File: src/hw/rtl/upex_pkg.sv
// Shared types, register indexes and character helpers for the URL percent-encoder.
`default_nettype none

package upex_pkg;

    localparam int unsigned CFG_IDX_W  = 3;
    localparam int unsigned CFG_DATA_W = 64;

    // Configuration register indexes
    localparam logic [CFG_IDX_W-1:0] REG_KEY_BYTES  = 3'd0;
    localparam logic [CFG_IDX_W-1:0] REG_KEY_LENGTH = 3'd1;
    localparam logic [CFG_IDX_W-1:0] REG_SAFE_SET_0 = 3'd2;
    localparam logic [CFG_IDX_W-1:0] REG_SAFE_SET_1 = 3'd3;
    localparam logic [CFG_IDX_W-1:0] REG_SAFE_SET_2 = 3'd4;
    localparam logic [CFG_IDX_W-1:0] REG_SAFE_SET_3 = 3'd5;

    localparam logic [7:0] CH_PERCENT = 8'h25;

    // Beat position within one output run
    typedef enum logic [1:0] {
        PH_FIRST = 2'd0,   // pass-through byte or '%'
        PH_HI    = 2'd1,   // upper hex digit
        PH_LO    = 2'd2    // lower hex digit
    } t_phase;

    // Letters, digits and the fixed punctuation set
    function automatic logic fixed_safe(input logic [7:0] c);
        logic alnum;
        alnum = (c >= 8'h61 && c <= 8'h7A) || (c >= 8'h41 && c <= 8'h5A)
             || (c >= 8'h30 && c <= 8'h39);
        unique case (c)
            8'h2C, 8'h2E, 8'h2F, 8'h3B, 8'h27, 8'h5B, 8'h5D, 8'h5C, 8'h2D, 8'h60,
            8'h7E, 8'h21, 8'h24, 8'h5E, 8'h2A, 8'h28, 8'h29, 8'h5F, 8'h7B, 8'h7D,
            8'h7C, 8'h3A: return 1'b1;
            default:      return alnum;
        endcase
    endfunction

    // Upper-case ASCII hex digit
    function automatic logic [7:0] hex_digit(input logic [3:0] v);
        if (v < 4'd10) begin
            return 8'h30 + {4'd0, v};
        end else begin
            return 8'h41 + {4'd0, v} - 8'd10;
        end
    endfunction

endpackage

`default_nettype wire

File: src/hw/rtl/url_percent_encoder_xor.sv
// Top level: XOR-masked URL percent-encoder, one text byte in, one or three characters out.
`default_nettype none

// Channel   Dir  Handshake             Payload
// s (text)  in   i_s_tvalid/o_s_tready tdata[7:0] text_byte, tlast end_of_text
// m (char)  out  o_m_tvalid/i_m_tready tdata[7:0] out_byte, tlast last_of_run,
//                                       tuser text_done
// cfg       in   i_cfg_we (no wait)    i_cfg_idx register index, i_cfg_data value
//
// A text byte takes one output beat when it passes through and three when it
// is escaped; the output beat count sets the sustained rate. Two register
// stages: the key mask is applied as the beat is taken, the safe-set lookup
// sits between the input and the output register; the first character shows
// once the byte has moved from the input to the output register. While a run
// waits on the output, the input register takes one more beat, then tready
// stays low until the run's last beat goes out. Synchronous active-low reset
// clears the key, length, bitmap, key index and both valid flags.

module url_percent_encoder_xor #(
    parameter int unsigned KEY_BYTES_MAX = 8   // 1 to 8
) (
    input  wire                                 i_clk,
    input  wire                                 i_rst_n,
    // text stream
    input  wire                                 i_s_tvalid,
    output logic                                o_s_tready,
    input  wire  [7:0]                          i_s_tdata,   // [7:0] text_byte
    input  wire                                 i_s_tlast,   // end_of_text
    // character stream
    output logic                                o_m_tvalid,
    input  wire                                 i_m_tready,
    output logic [7:0]                          o_m_tdata,   // [7:0] out_byte
    output logic                                o_m_tlast,   // last_of_run
    output logic                                o_m_tuser,   // [0] text_done
    // configuration writes
    input  wire                                 i_cfg_we,
    input  wire  [upex_pkg::CFG_IDX_W-1:0]      i_cfg_idx,
    input  wire  [upex_pkg::CFG_DATA_W-1:0]     i_cfg_data
);
    import upex_pkg::*;

    localparam int unsigned KEY_W   = KEY_BYTES_MAX * 8;
    localparam logic [3:0]  LEN_MAX = 4'(KEY_BYTES_MAX);

    // configuration
    logic [KEY_W-1:0] r_key,     n_key;
    logic [3:0]       r_key_len, n_key_len;
    logic [255:0]     r_safe,    n_safe;

    // key position
    logic [2:0]       r_kidx,    n_kidx;

    // input stage: masked byte
    logic             r_a_vld,   n_a_vld;
    logic [7:0]       r_a_byte,  n_a_byte;
    logic             r_a_eot,   n_a_eot;

    // output stage: one run of beats
    logic             r_o_vld,   n_o_vld;
    logic [7:0]       r_o_byte,  n_o_byte;
    logic             r_o_esc,   n_o_esc;
    logic             r_o_eot,   n_o_eot;
    t_phase           r_o_ph,    n_o_ph;

    logic [63:0]      key64;
    logic [3:0]       len_eff;
    logic [3:0]       kidx_inc;
    logic [7:0]       key_byte;
    logic             s_take;
    logic             o_last;
    logic             o_free;
    logic             a_move;

    always_comb begin
        key64    = 64'(r_key);
        len_eff  = (r_key_len > LEN_MAX) ? LEN_MAX : r_key_len;
        kidx_inc = {1'b0, r_kidx} + 4'd1;
        key_byte = key64[{r_kidx, 3'b000} +: 8];

        o_last = !r_o_esc || (r_o_ph == PH_LO);
        o_free = !r_o_vld || (i_m_tready && o_last);
        a_move = r_a_vld && o_free;
        o_s_tready = !r_a_vld || o_free;
        s_take = i_s_tvalid && o_s_tready;

        unique case (r_o_ph)
            PH_FIRST: o_m_tdata = r_o_esc ? CH_PERCENT : r_o_byte;
            PH_HI:    o_m_tdata = hex_digit(r_o_byte[7:4]);
            PH_LO:    o_m_tdata = hex_digit(r_o_byte[3:0]);
            default:  o_m_tdata = r_o_byte;
        endcase
        o_m_tvalid = r_o_vld;
        o_m_tlast  = o_last;
        o_m_tuser  = o_last && r_o_eot;
    end

    always_comb begin
        n_key     = r_key;
        n_key_len = r_key_len;
        n_safe    = r_safe;
        if (i_cfg_we) begin
            unique case (i_cfg_idx)
                REG_KEY_BYTES:  n_key          = i_cfg_data[KEY_W-1:0];
                REG_KEY_LENGTH: n_key_len      = i_cfg_data[3:0];
                REG_SAFE_SET_0: n_safe[63:0]   = i_cfg_data;
                REG_SAFE_SET_1: n_safe[127:64] = i_cfg_data;
                REG_SAFE_SET_2: n_safe[191:128] = i_cfg_data;
                REG_SAFE_SET_3: n_safe[255:192] = i_cfg_data;
                default: ;   // writes past the list are dropped
            endcase
        end

        // mask and key advance happen as the beat is taken
        n_kidx   = r_kidx;
        n_a_vld  = r_a_vld && !a_move;
        n_a_byte = r_a_byte;
        n_a_eot  = r_a_eot;
        if (s_take) begin
            n_a_vld  = 1'b1;
            n_a_eot  = i_s_tlast;
            n_a_byte = i_s_tdata;
            if (len_eff != 4'd0) begin
                n_a_byte = i_s_tdata ^ key_byte;
                // an index left past a shortened key is used once, then wraps
                n_kidx   = (kidx_inc >= len_eff) ? 3'd0 : kidx_inc[2:0];
            end
            if (i_s_tlast) begin
                n_kidx = 3'd0;
            end
        end

        n_o_vld  = r_o_vld;
        n_o_byte = r_o_byte;
        n_o_esc  = r_o_esc;
        n_o_eot  = r_o_eot;
        n_o_ph   = r_o_ph;
        if (a_move) begin
            n_o_vld  = 1'b1;
            n_o_byte = r_a_byte;
            n_o_esc  = !(fixed_safe(r_a_byte) || r_safe[r_a_byte]);
            n_o_eot  = r_a_eot;
            n_o_ph   = PH_FIRST;
        end else if (o_free) begin
            n_o_vld  = 1'b0;
        end else if (i_m_tready) begin
            // mid-escape beat taken, step to the next digit
            n_o_ph = (r_o_ph == PH_FIRST) ? PH_HI : PH_LO;
        end
    end

    always_ff @(posedge i_clk) begin
        if (!i_rst_n) begin
            r_key     <= '0;
            r_key_len <= '0;
            r_safe    <= '0;
            r_kidx    <= '0;
            r_a_vld   <= 1'b0;
            r_o_vld   <= 1'b0;
            r_o_ph    <= PH_FIRST;
        end else begin
            r_key     <= n_key;
            r_key_len <= n_key_len;
            r_safe    <= n_safe;
            r_kidx    <= n_kidx;
            r_a_vld   <= n_a_vld;
            r_o_vld   <= n_o_vld;
            r_o_ph    <= n_o_ph;
        end
    end

    always_ff @(posedge i_clk) begin
        r_a_byte <= n_a_byte;
        r_a_eot  <= n_a_eot;
        r_o_byte <= n_o_byte;
        r_o_esc  <= n_o_esc;
        r_o_eot  <= n_o_eot;
    end

endmodule

`default_nettype wire

File: config.mk
export PLATFORM = sky130hd
export DESIGN_NAME = url_percent_encoder_xor
export DESIGN_NICKNAME = d
export VERILOG_FILES = /design/src/hw/rtl/upex_pkg.sv /design/src/hw/rtl/url_percent_encoder_xor.sv
export SDC_FILE = /design/constraint.sdc
export NUM_CORES = 1
export LEC_CHECK = 0
export ABC_AREA = 1
export BUFFER_PORTS_ARGS = -buffer_cell sky130_fd_sc_hd__buf_4
export CORE_AREA = 4 4 250 154
export CTS_CLUSTER_DIAMETER = 40
export CTS_CLUSTER_SIZE = 28
export DETAILED_ROUTE_END_ITERATION = 8
export DIE_AREA = 0 0 254 158
export SLEW_MARGIN = 20
export SYNTH_ARGS = -nofsm -noshare
export SYNTH_HDL_FRONTEND = slang
export SYNTH_SLANG_ARGS = --single-unit
File: constraint.sdc
create_clock -name i_clk -period 2 [get_ports i_clk]
set_input_delay 0.3 -clock i_clk [delete_from_list [all_inputs] [get_ports i_clk]]
set_output_delay 0.3 -clock i_clk [all_outputs]
set_load 0.1 [all_outputs]
==> impl_metrics.yaml, run 1 <==
run_status:
  status: "complete, but fails checks"
  violations: "setup timing"
timing:
  period_needed_ns: 2.285
  drv_slew: 0
  finalHoldViolCount: 0
  fin_ws_ns: -0.2853
  fin_skew_ns: 0.01297
  rsz0062_at_grt: "true"
  worst_slew_pin_slew_ns: 0.6179
  fmax_ghz: 0.4376
  min_period_over_period_pct: 114.3
  holdWs_ns: 0.01728
  max_slew_margin_pct: 58.76
  setup_viol: 9
drt:
  drt_wl_total_microns: 56120
  drc: 0
  vias_per_cell: 5.438
  drt_iter0_drc: 1512
  postRouteAntennaNets: 0
  dr.pass1.iters: 6
  post_drt_wl_per_cell_microns: 19.07
  vias: 16000
synthesis:
  yosys.area.top_type_share_pct: 42.04
  synthTopCellsByArea: "dfxtp_1, nor2_1, nand2_1"
  syn_nets: 2414
  syn_avg_cell_area_sq_um: 6.777
  syn_area_sq_um: 15760
  yosys_warnings: 0
  yosysTopAreaCell: "dfxtp_1"
  ys_types: 40
  ys_ff_latch: 350
  synthCells: 2326
  ys_seq_area_share_pct: 45.65
clock_network:
  cts_tree: "yes"
  clkSinkCount: 350
  cts_buffers: 40
  clkTransAtPathRegs_ns: 0.07
  clk_path_buf_depth: 3
  cts-root-buf: "clkbuf_16"
  htree_levels: 2
  clk_latency_ns: 0.55
worst_setup_path:
  endpoint_kind: "output port"
  r2r-end: "r_o_esc"
  worst-r2r-setup-slack_ns: -0.17
  reg2reg_from: "r_a_byte[0]"
  required_ns: 1.70
  critPathMaxFanout: 4
  arrival_ns: 1.99
  r2r_cells: 16
  crit_type: "reg2out"
  crit_path_start_kind: "flop"
power_and_ir_drop:
  ir_drop_v: 0.0006843
  p_leak_nw: 8.766
  p_per_area_nw_per_um2: 862.6
min_path:
  worstHoldEndpoint: "key64[20]"
  hp-class: "in2reg"
  min_from: "i_cfg_data[20]"
  holdPathStages: 3
placement:
  dp.cells: 2844
  hpwl_microns: 36380
  gp_congestion: 0.8988
  port_buffers: 92
  place_ws_ns: -0.4269
job:
  maxCapViolations: 0
floorplan:
  num_rows: 54
  start_util_pct: 43.69
  die_h_microns: 158
  die_area_sq_um: 40130
  core_sq_um: 36080
  dieWidth_microns: 254
  num_io_pins: 93
layout:
  fin_cells: 2942
  antenna_cells: 0
  final_nets: 2522
  syn2layout_area_growth_pct: 25.32
  final_layout_size_suffix_gt1_share_pct: 15.90
global_routing:
  grt_pass1_wl_microns: 85980
  grt.total_usage_pct: 27.08
  antenna_found_initial: 1
  grt_max_degree: 116
  first_global_vias: 14868
  grt.overflow.total: 0
timing repair:
action,CTS,global route
hold endpoints to repair,6,0
hold buffers,3,0
endpoints found under the setup margin,11,23
setup buffers,14,7
pin swaps,15,40
gates resized for setup,85,73
cloned,1,4
worst max-delay path by stage:
stage / end / depth (start not counted) / startpoint / slack (ns)
finish: o_m_tdata[2] / 7 / r_o_byte[5] / -0.29
global route: o_m_tdata[2] / 8 / r_o_byte[1] / -0.37
CTS: o_m_tdata[2] / 7 / r_o_byte[5] / -0.38
detailed placement: r_o_esc / 16 / r_a_byte[0] / -0.43
global placement: r_o_esc / 16 / r_a_byte[0] / -0.44
floorplan: o_m_tdata[4] / 3 / r_o_byte[1] / -0.61
final cells by class:
type	count	area (sq um)
Fill cell	3458	16320
Multi-Input combinational cell	1713	7925
Tap cell	476	595.6
Clock inverter	32	332.8
Timing Repair Buffer	214	2215
Clock buffer	42	1030
Inverter	115	454.2
Sequential cell	350	7203
cells in the mapped netlist (all sizes together):
cell       n
xor2       2
ha         7
nor2     614
nor4       1
edfxtp    19
clkinv     3
a32oi      1
buf       37
a211oi     1
a31oi      2
a21oi     86
o2111ai    2
nand4     16
o22ai      1
o311ai     1
o211ai     2
a21boi     2
o21ai    382
inv      112
nor3       4
nand2    510
o221ai    20
clkbuf   111
mux2i     16
nand3     32
dfxtp    331
xnor2      8
a22oi      3
cell families (layout without fill, tap and decap cells):
kind of cell	after synthesis	count (layout)	share of synthesized area, %
simple gates	1177	1177	28.77
mux	16	16	1.016
flops	350	350	45.65
xor+xnor	10	10	0.5556
compound gates	503	503	16.74
buf+inv	263	403	6.707
fa+ha+maj	7	7	0.5556
stage by stage:
step / cell area, sq um / total power, W / util (%) / setup TNS (ns)
after global placement: 17610 / 0.009303 / 48.81 / -0.4440
after floorplan: 15840 / 0.008484 / - / -1.704
final: 19760 / 0.01704 / 54.75 / -1.575
after CTS: 19400 / 0.01699 / 53.76 / -1.571
after detailed placement: 17610 / 0.009319 / 48.81 / -0.4269
after global routing: 19760 / 0.01760 / 54.75 / -2.478
cells in the final DEF (no fill, tap or decap), types with 6 or more instances in the layout:
master     Yosys  layout
a21oi_1       86      82
buf_12         0      32
buf_4          3     152
buf_6          4      18
clkbuf_16      0      45
clkinv_2       0       6
clkinv_4       0       6
dfxtp_1      331     326
edfxtp_1      19      19
inv_1        105      94
inv_2          6      14
inv_6          0      11
mux2i_1       16      16
nand2_1      508     485
nand2_2        1      17
nand2_4        1       7
nand3_1       32      27
nand4_1       16      16
nor2_1       612     589
nor2_2         0      15
nor2_4         2      10
o21ai_0      376     355
o21ai_1        5      16
o21ai_2        1      10
o221ai_1      20      18
xnor2_1        8       8
flip-flops by register name, indices dropped and copies added (netlist names):
name	flops
key64	64
o_m_tvalid	1
r_a_byte	8
r_a_eot	1
r_a_vld	1
r_key_len	4
r_kidx	3
r_o_byte	8
r_o_eot	1
r_o_esc	1
r_o_ph	2
r_safe	256
metal layers:
| layer | global-route usage (%) | wire length [microns] | vias up | part of all wire [%] |
|---|---|---|---|---|
| met5 | 0 | 0 | - | 0 |
| met4 | 7.255 | 1290 | 0 | 2.3 |
| met3 | 4.598 | 4805 | 93 | 8.6 |
| met2 | 39.59 | 23240 | 697 | 41 |
| met1 | 41.15 | 26780 | 7521 | 48 |
| li1 | - | - | 7689 | - |
power by group:
| part | switching (W) | leakage [nW] | internal [W] | total (W) |
|---|---|---|---|---|
| clock | 0.00335 | 0.668 | 0.00428 | 0.00763 |
| combinational | 0.00126 | 5.22 | 0.000700 | 0.00196 |
| sequential | 0.000153 | 2.87 | 0.00729 | 0.00745 |
critical path, cell delays in order (launching register included):
cell	delay, ns
edfxtp_1	0.44
inv_2	0.11
ha_4	0.15
nand2_4	0.06
nor4_4	0.22
o21ai_2	0.10
o311ai_2	0.09
buf_6	0.27
(Power assumes the default switching activity.)
==> inputs of run 2 (changes only) <==
- ABC_AREA: 1 -> 0
- CORE_AREA: 4 4 250 154 -> 4 4 251 155
- DIE_AREA: 0 0 254 158 -> 0 0 255 159
==> impl_metrics.yaml, run 2 <==
drt:
  vias: 13739
  drt_wl_total_microns: 52710
  wl_met3_microns: 4500
  dr.pass1.iters: 8
  drt_iter0_drc: 1311
  vias_per_cell: 5.622
  post_drt_wl_per_cell_microns: 21.57
  drc: 0
  top_layer: "met4"
  postRouteAntennaNets: 0
  dr_wl_met2_microns: 21610
  wl_met1_microns: 25560
worst_setup_path:
  path_buf_inv: 3
  endpoint_kind: "flop"
  startpoint: "r_a_byte[0]"
  r2r_cells: 9
  reg2reg_from: "r_a_byte[0]"
  cp_slowest_stage_delay_ns: 0.48
  cp_slowest_cell: "mux4_2"
  arrival_ns: 2.95
  r2r-end: "r_o_esc"
  crit_path_start_kind: "flop"
  endpoint: "r_o_esc"
  worstPathCellList: "buf_6 > buf_12 > buf_8 > mux4_2 > a22o_1 > a31oi_1 > a31o_2 > nand4_1 > a2111oi_2"
  cp_top_family: "compound AO/OA/AOI/OAI gates"
  critPathMaxFanout: 8
  worst-r2r-setup-slack_ns: -0.65
  cp_num_cells: 9
  crit_type: "reg2reg"
  required_ns: 2.31
floorplan:
  dieWidth_microns: 255
  die_h_microns: 159
  start_util_pct: 43.93
  core_sq_um: 36210
  die_area_sq_um: 40550
  num_io_pins: 93
  num_rows: 54
placement:
  placed_cell_area_sq_um: 17860
  port_buffers: 92
  hpwl_microns: 35060
  gp_congestion: 0.8889
  place_ws_ns: -0.6842
power_and_ir_drop:
  p_per_area_nw_per_um2: 808.5
  p_total_w: 0.01604
  clkPwrFrac_pct: 44.0
  seq_power_share_pct: 44.6
  netSwitchingFraction_pct: 26.33
  p_int_w: 0.01181
  p_leak_nw: 6.970
  pwr-share-comb_pct: 11.4
  ir_drop_v: 0.0005146
  p_switching_w: 0.004222
synthesis:
  yosys.area.top_type_share_pct: 40.64
  ys_ff_latch: 342
  yosysTopAreaCell: "dfxtp_1"
  syn_area_sq_um: 15910
  synthCells: 1805
  ys_types: 66
  synthFlopType: "dfxtp_1"
  synth.most_common_cell: "nand2_1"
  syn_avg_cell_area_sq_um: 8.814
  async_flop_share_pct: 0
  yosys-top-cells-count: "nand2_1, dfxtp_1, a21boi_0"
  syn_nets: 1893
  ys_seq_area_share_pct: 44.23
  synth_edf_count: 19
  synthTopCellsByArea: "dfxtp_1, nand2_1, a21boi_0"
  yosys_warnings: 0
clock_network:
  clk_path_buf_depth: 3
  clk_latency_ns: 0.53
  htree_levels: 2
  cts_buffers: 35
  cts_tree: "yes"
  clkSinkCount: 342
  clkTransAtPathRegs_ns: 0.07
  cts-root-buf: "clkbuf_16"
timing:
  max_slew_margin_pct: 43.24
  period_needed_ns: 2.646
  fin_skew_ns: 0.02191
  fin_ws_ns: -0.6463
  min_period_over_period_pct: 132.3
  worst_slew_pin_slew_ns: 0.8514
  fmax_ghz: 0.3779
  rsz0062_at_grt: "true"
  setup_viol: 12
  finalHoldViolCount: 0
  drv_slew: 0
min_path:
  hp-class: "in2reg"
global_routing:
  grt.total_usage_pct: 25.25
  first_global_vias: 13081
  grt.overflow.total: 0
  antenna_found_initial: 0
  grt_pass1_wl_microns: 79780
  grt_max_degree: 73
layout:
  final_common_cell: "nand2_1"
  antenna_cells: 0
  largest_register_ffs: 248
  finalInstanceArea_sq_um: 19830
  final_nets: 2031
  largest_register: "r_safe"
  syn2layout_area_growth_pct: 24.67
  final_layout_size_suffix_gt1_share_pct: 22.21
  layout_common_cells: "nand2_1, dfxtp_1, a21boi_0, buf_4, mux4_2"
job:
  maxCapViolations: 0
run_status:
  status: "complete, but fails checks"
  violations: "setup timing"
run 2: repair_timing:
item,in CTS,in global routing
setup endpoints to repair,14,18
gates resized for setup,94,29
gates cloned,1,0
hold endpoints to repair,1,0
hold buffers,1,0
pin swaps,17,9
setup buffers,21,14
run 2: cells by family (layout without fill, tap and decap cells):
group,after synthesis,after routing,synth area share [%]
AOI/OAI and AO/OA,413,413,19.15
xor gates and xnor gates,11,11,0.6056
adders and majority gates,7,7,0.5505
buffers and inverters,155,318,4.153
DFF,342,342,44.23
muxes,109,109,12.06
and+or+nand+nor,768,768,19.25
run 2: worst min-delay path, cell delays in order:
cell and delay (ns):
buf_4 0.13, nand2_1 0.05, a21boi_1 0.05
run 2: final cells by class:
cell class                 instances  area, sq um
clock buffer                      41        970.9
tap                              476        595.6
clock inverter                    21        269.0
multi-input combinational       1308         8563
sequential                       342         7042
timing repair buffer             241         2333
inverter                          15        60.06
fill                            3262        16380
run 2: power groups by stage:
stage | clock (W) | sequential [W] | combinational (W)
final | 0.00706 | 0.00715 | 0.00182
after global routing | 0.00744 | 0.00716 | 0.00193
after CTS | 0.00716 | 0.00714 | 0.00176
after detailed placement | 0 | 0.00730 | 0.00162
after global placement | 0 | 0.00730 | 0.00160
after floorplan | 0 | 0.00726 | 0.000891
run 2: layer usage:
metal | global-route usage, % | vias up
met4 | 5.600 | 0
met2 | 35.44 | 515
met3 | 5.927 | 65
li1 | - | 6436
met1 | 39.25 | 6723
met5 | 0 | -
run 2: worst min path at each step:
stage / start / end / slack, ns / depth (start not counted)
after floorplan: i_s_tlast / r_a_eot / 0.40 / 0
after global placement: r_a_eot / r_o_eot / 0.41 / 0
after detailed placement: r_a_eot / r_o_eot / 0.42 / 0
after CTS: i_cfg_data[20] / r_safe[84] / 0.03 / 3
after global routing: i_cfg_data[19] / r_safe[19] / 0.04 / 3
final: i_cfg_data[33] / r_safe[225] / 0.06 / 3
run 2: through the flow:
stage / utilization [%] / setup TNS, ns / instances / hold WS [ns]
2_1_floorplan: - / -0.7926 / 1805 / 0.3989
5_1_grt: 54.77 / -3.850 / 2444 / 0.04303
6_report: 54.77 / -3.036 / 2444 / 0.05538
4_1_cts: 54.24 / -2.703 / 2432 / 0.03488
3_5_place_dp: 49.32 / -0.8568 / 2348 / 0.4219
3_3_place_gp: 49.32 / -0.7523 / 2348 / 0.4115
==> inputs of run 3 (changes only) <==
- CORE_AREA: 4 4 251 155 -> 4 4 248 153
- DIE_AREA: 0 0 255 159 -> 0 0 252 157
==> impl_metrics.yaml, run 3 (same netlist as run 2, synthesis figures left out) <==
run_status:
  status: "complete, but fails checks"
  violations: "setup timing"
timing:
  min_period_over_period_pct: 131.2
  setup_viol: 12
  fmax_ghz: 0.3810
  max_slew_margin_pct: 45.96
  holdWs_ns: 0.05200
  rsz0062_at_grt: "true"
  period_needed_ns: 2.625
  fin_skew_ns: 0.01258
  drv_slew: 0
  fin_tns_setup_ns: -2.601
  fin_ws_ns: -0.6246
  worst_slew_pin_slew_ns: 0.8106
  finalHoldViolCount: 0
global_routing:
  antenna_found_initial: 0
  grt_max_degree: 88
  grt.overflow.total: 0
  grt_pass1_wl_microns: 78430
  grt.total_usage_pct: 25.41
  first_global_vias: 12739
clock_network:
  cts_tree: "yes"
  clk_path_buf_depth: 3
  htree_levels: 2
  clk_latency_ns: 0.53
  cts-root-buf: "clkbuf_16"
  clkSinkCount: 342
  cts_buffers: 37
  clkTransAtPathRegs_ns: 0.07
layout:
  largest_register: "r_safe"
  antenna_cells: 0
  finalInstanceArea_sq_um: 19830
  syn2layout_area_growth_pct: 24.66
  final_nets: 2028
  final_common_cell: "nand2_1"
  largest_register_ffs: 248
  final_layout_size_suffix_gt1_share_pct: 22.09
  layout_common_cells: "nand2_1, dfxtp_1, a21boi_0, buf_4, mux4_2"
  fin_cells: 2441
worst_setup_path:
  required_ns: 2.35
  crit_type: "reg2reg"
  arrival_ns: 2.97
  endpoint_kind: "flop"
  crit_path_start_kind: "flop"
  critPathMaxFanout: 6
drt:
  postRouteAntennaNets: 0
  drc: 0
  dr.pass1.iters: 5
  vias_per_cell: 5.598
  vias: 13664
  drt_iter0_drc: 1324
  drt_wl_total_microns: 51270
  post_drt_wl_per_cell_microns: 21.00
power_and_ir_drop:
  p_total_w: 0.01583
  p_per_area_nw_per_um2: 798.3
  ir_drop_v: 0.0005130
  p_leak_nw: 6.939
floorplan:
  dieWidth_microns: 252
  die_h_microns: 157
  core_sq_um: 35810
  num_rows: 54
  num_io_pins: 93
  start_util_pct: 44.43
  die_area_sq_um: 39560
min_path:
  hp-class: "in2reg"
placement:
  port_buffers: 92
  dp.cells: 2348
  hpwl_microns: 34490
  gp_congestion: 0.8888
  placed_cell_area_sq_um: 17890
job:
  maxCapViolations: 0
## run 3: metrics by stage
| step | setup slack [ns] | util, % |
|---|---|---|
| finish | -0.6246 | 55.38 |
| global route | -0.7519 | 55.38 |
| CTS | -0.5914 | 54.87 |
| detailed placement | -0.5926 | 49.95 |
| global placement | -0.5463 | 49.95 |
| floorplan | -0.3185 | - |
## run 3: power by group
part / leakage [nW] / switching (W) / internal (W)
sequential: 2.80 / 0.000116 / 0.00703
clock: 0.585 / 0.00311 / 0.00377
combinational: 3.56 / 0.00102 / 0.000789
## run 3: cell type report
class | count | area (sq um)
Timing Repair Buffer | 236 | 2328
Fill cell | 3167 | 15980
Sequential cell | 342 | 7043
Tap cell | 476 | 595.6
Inverter | 15 | 60.06
Clock inverter | 22 | 231.5
Clock buffer | 42 | 974.7
Multi-Input combinational cell | 1308 | 8600
## run 3: path summary, 6_finish.rpt
path              cells after the start            from  slack, ns          end
hold reg to reg                       0         r_a_eot       0.43      r_o_eot
setup reg to reg                     11     r_a_byte[0]      -0.62      r_o_esc
setup / recovery                     11     r_a_byte[0]      -0.62      r_o_esc
hold / removal                        3  i_cfg_data[42]       0.05  r_safe[234]
## run 3: what timing repair did
| item | CTS | global route |
|---|---|---|
| cloned | 1 | 0 |
| buffers inserted | 23 | 5 |
| gates resized for setup | 96 | 33 |
| endpoints found under the setup margin | 15 | 15 |
| hold buffers | 1 | 0 |
| hold endpoints to repair | 1 | 0 |
| pin swaps | 24 | 18 |
## run 3: layer usage
metal,part of all wire (%),GRT usage [%],wire length [microns],vias to the layer above
li1,-,-,-,6419
met5,0,0,0,-
met3,7.3,4.657,3766,63
met1,49,39.49,24950,6703
met4,1.5,4.514,745,0
met2,43,37.19,21800,479
## run 3: critical path, cell delays in order, from the launching register on
cell and delay, ns:
edfxtp_1 0.41, buf_12 0.17, buf_8 0.12, buf_6 0.11
buf_6 0.11, mux4_2 0.40, mux2i_1 0.14, buf_4 0.16
a21oi_2 0.05, o211ai_1 0.22, o211ai_1 0.23, a2111oi_4 0.32
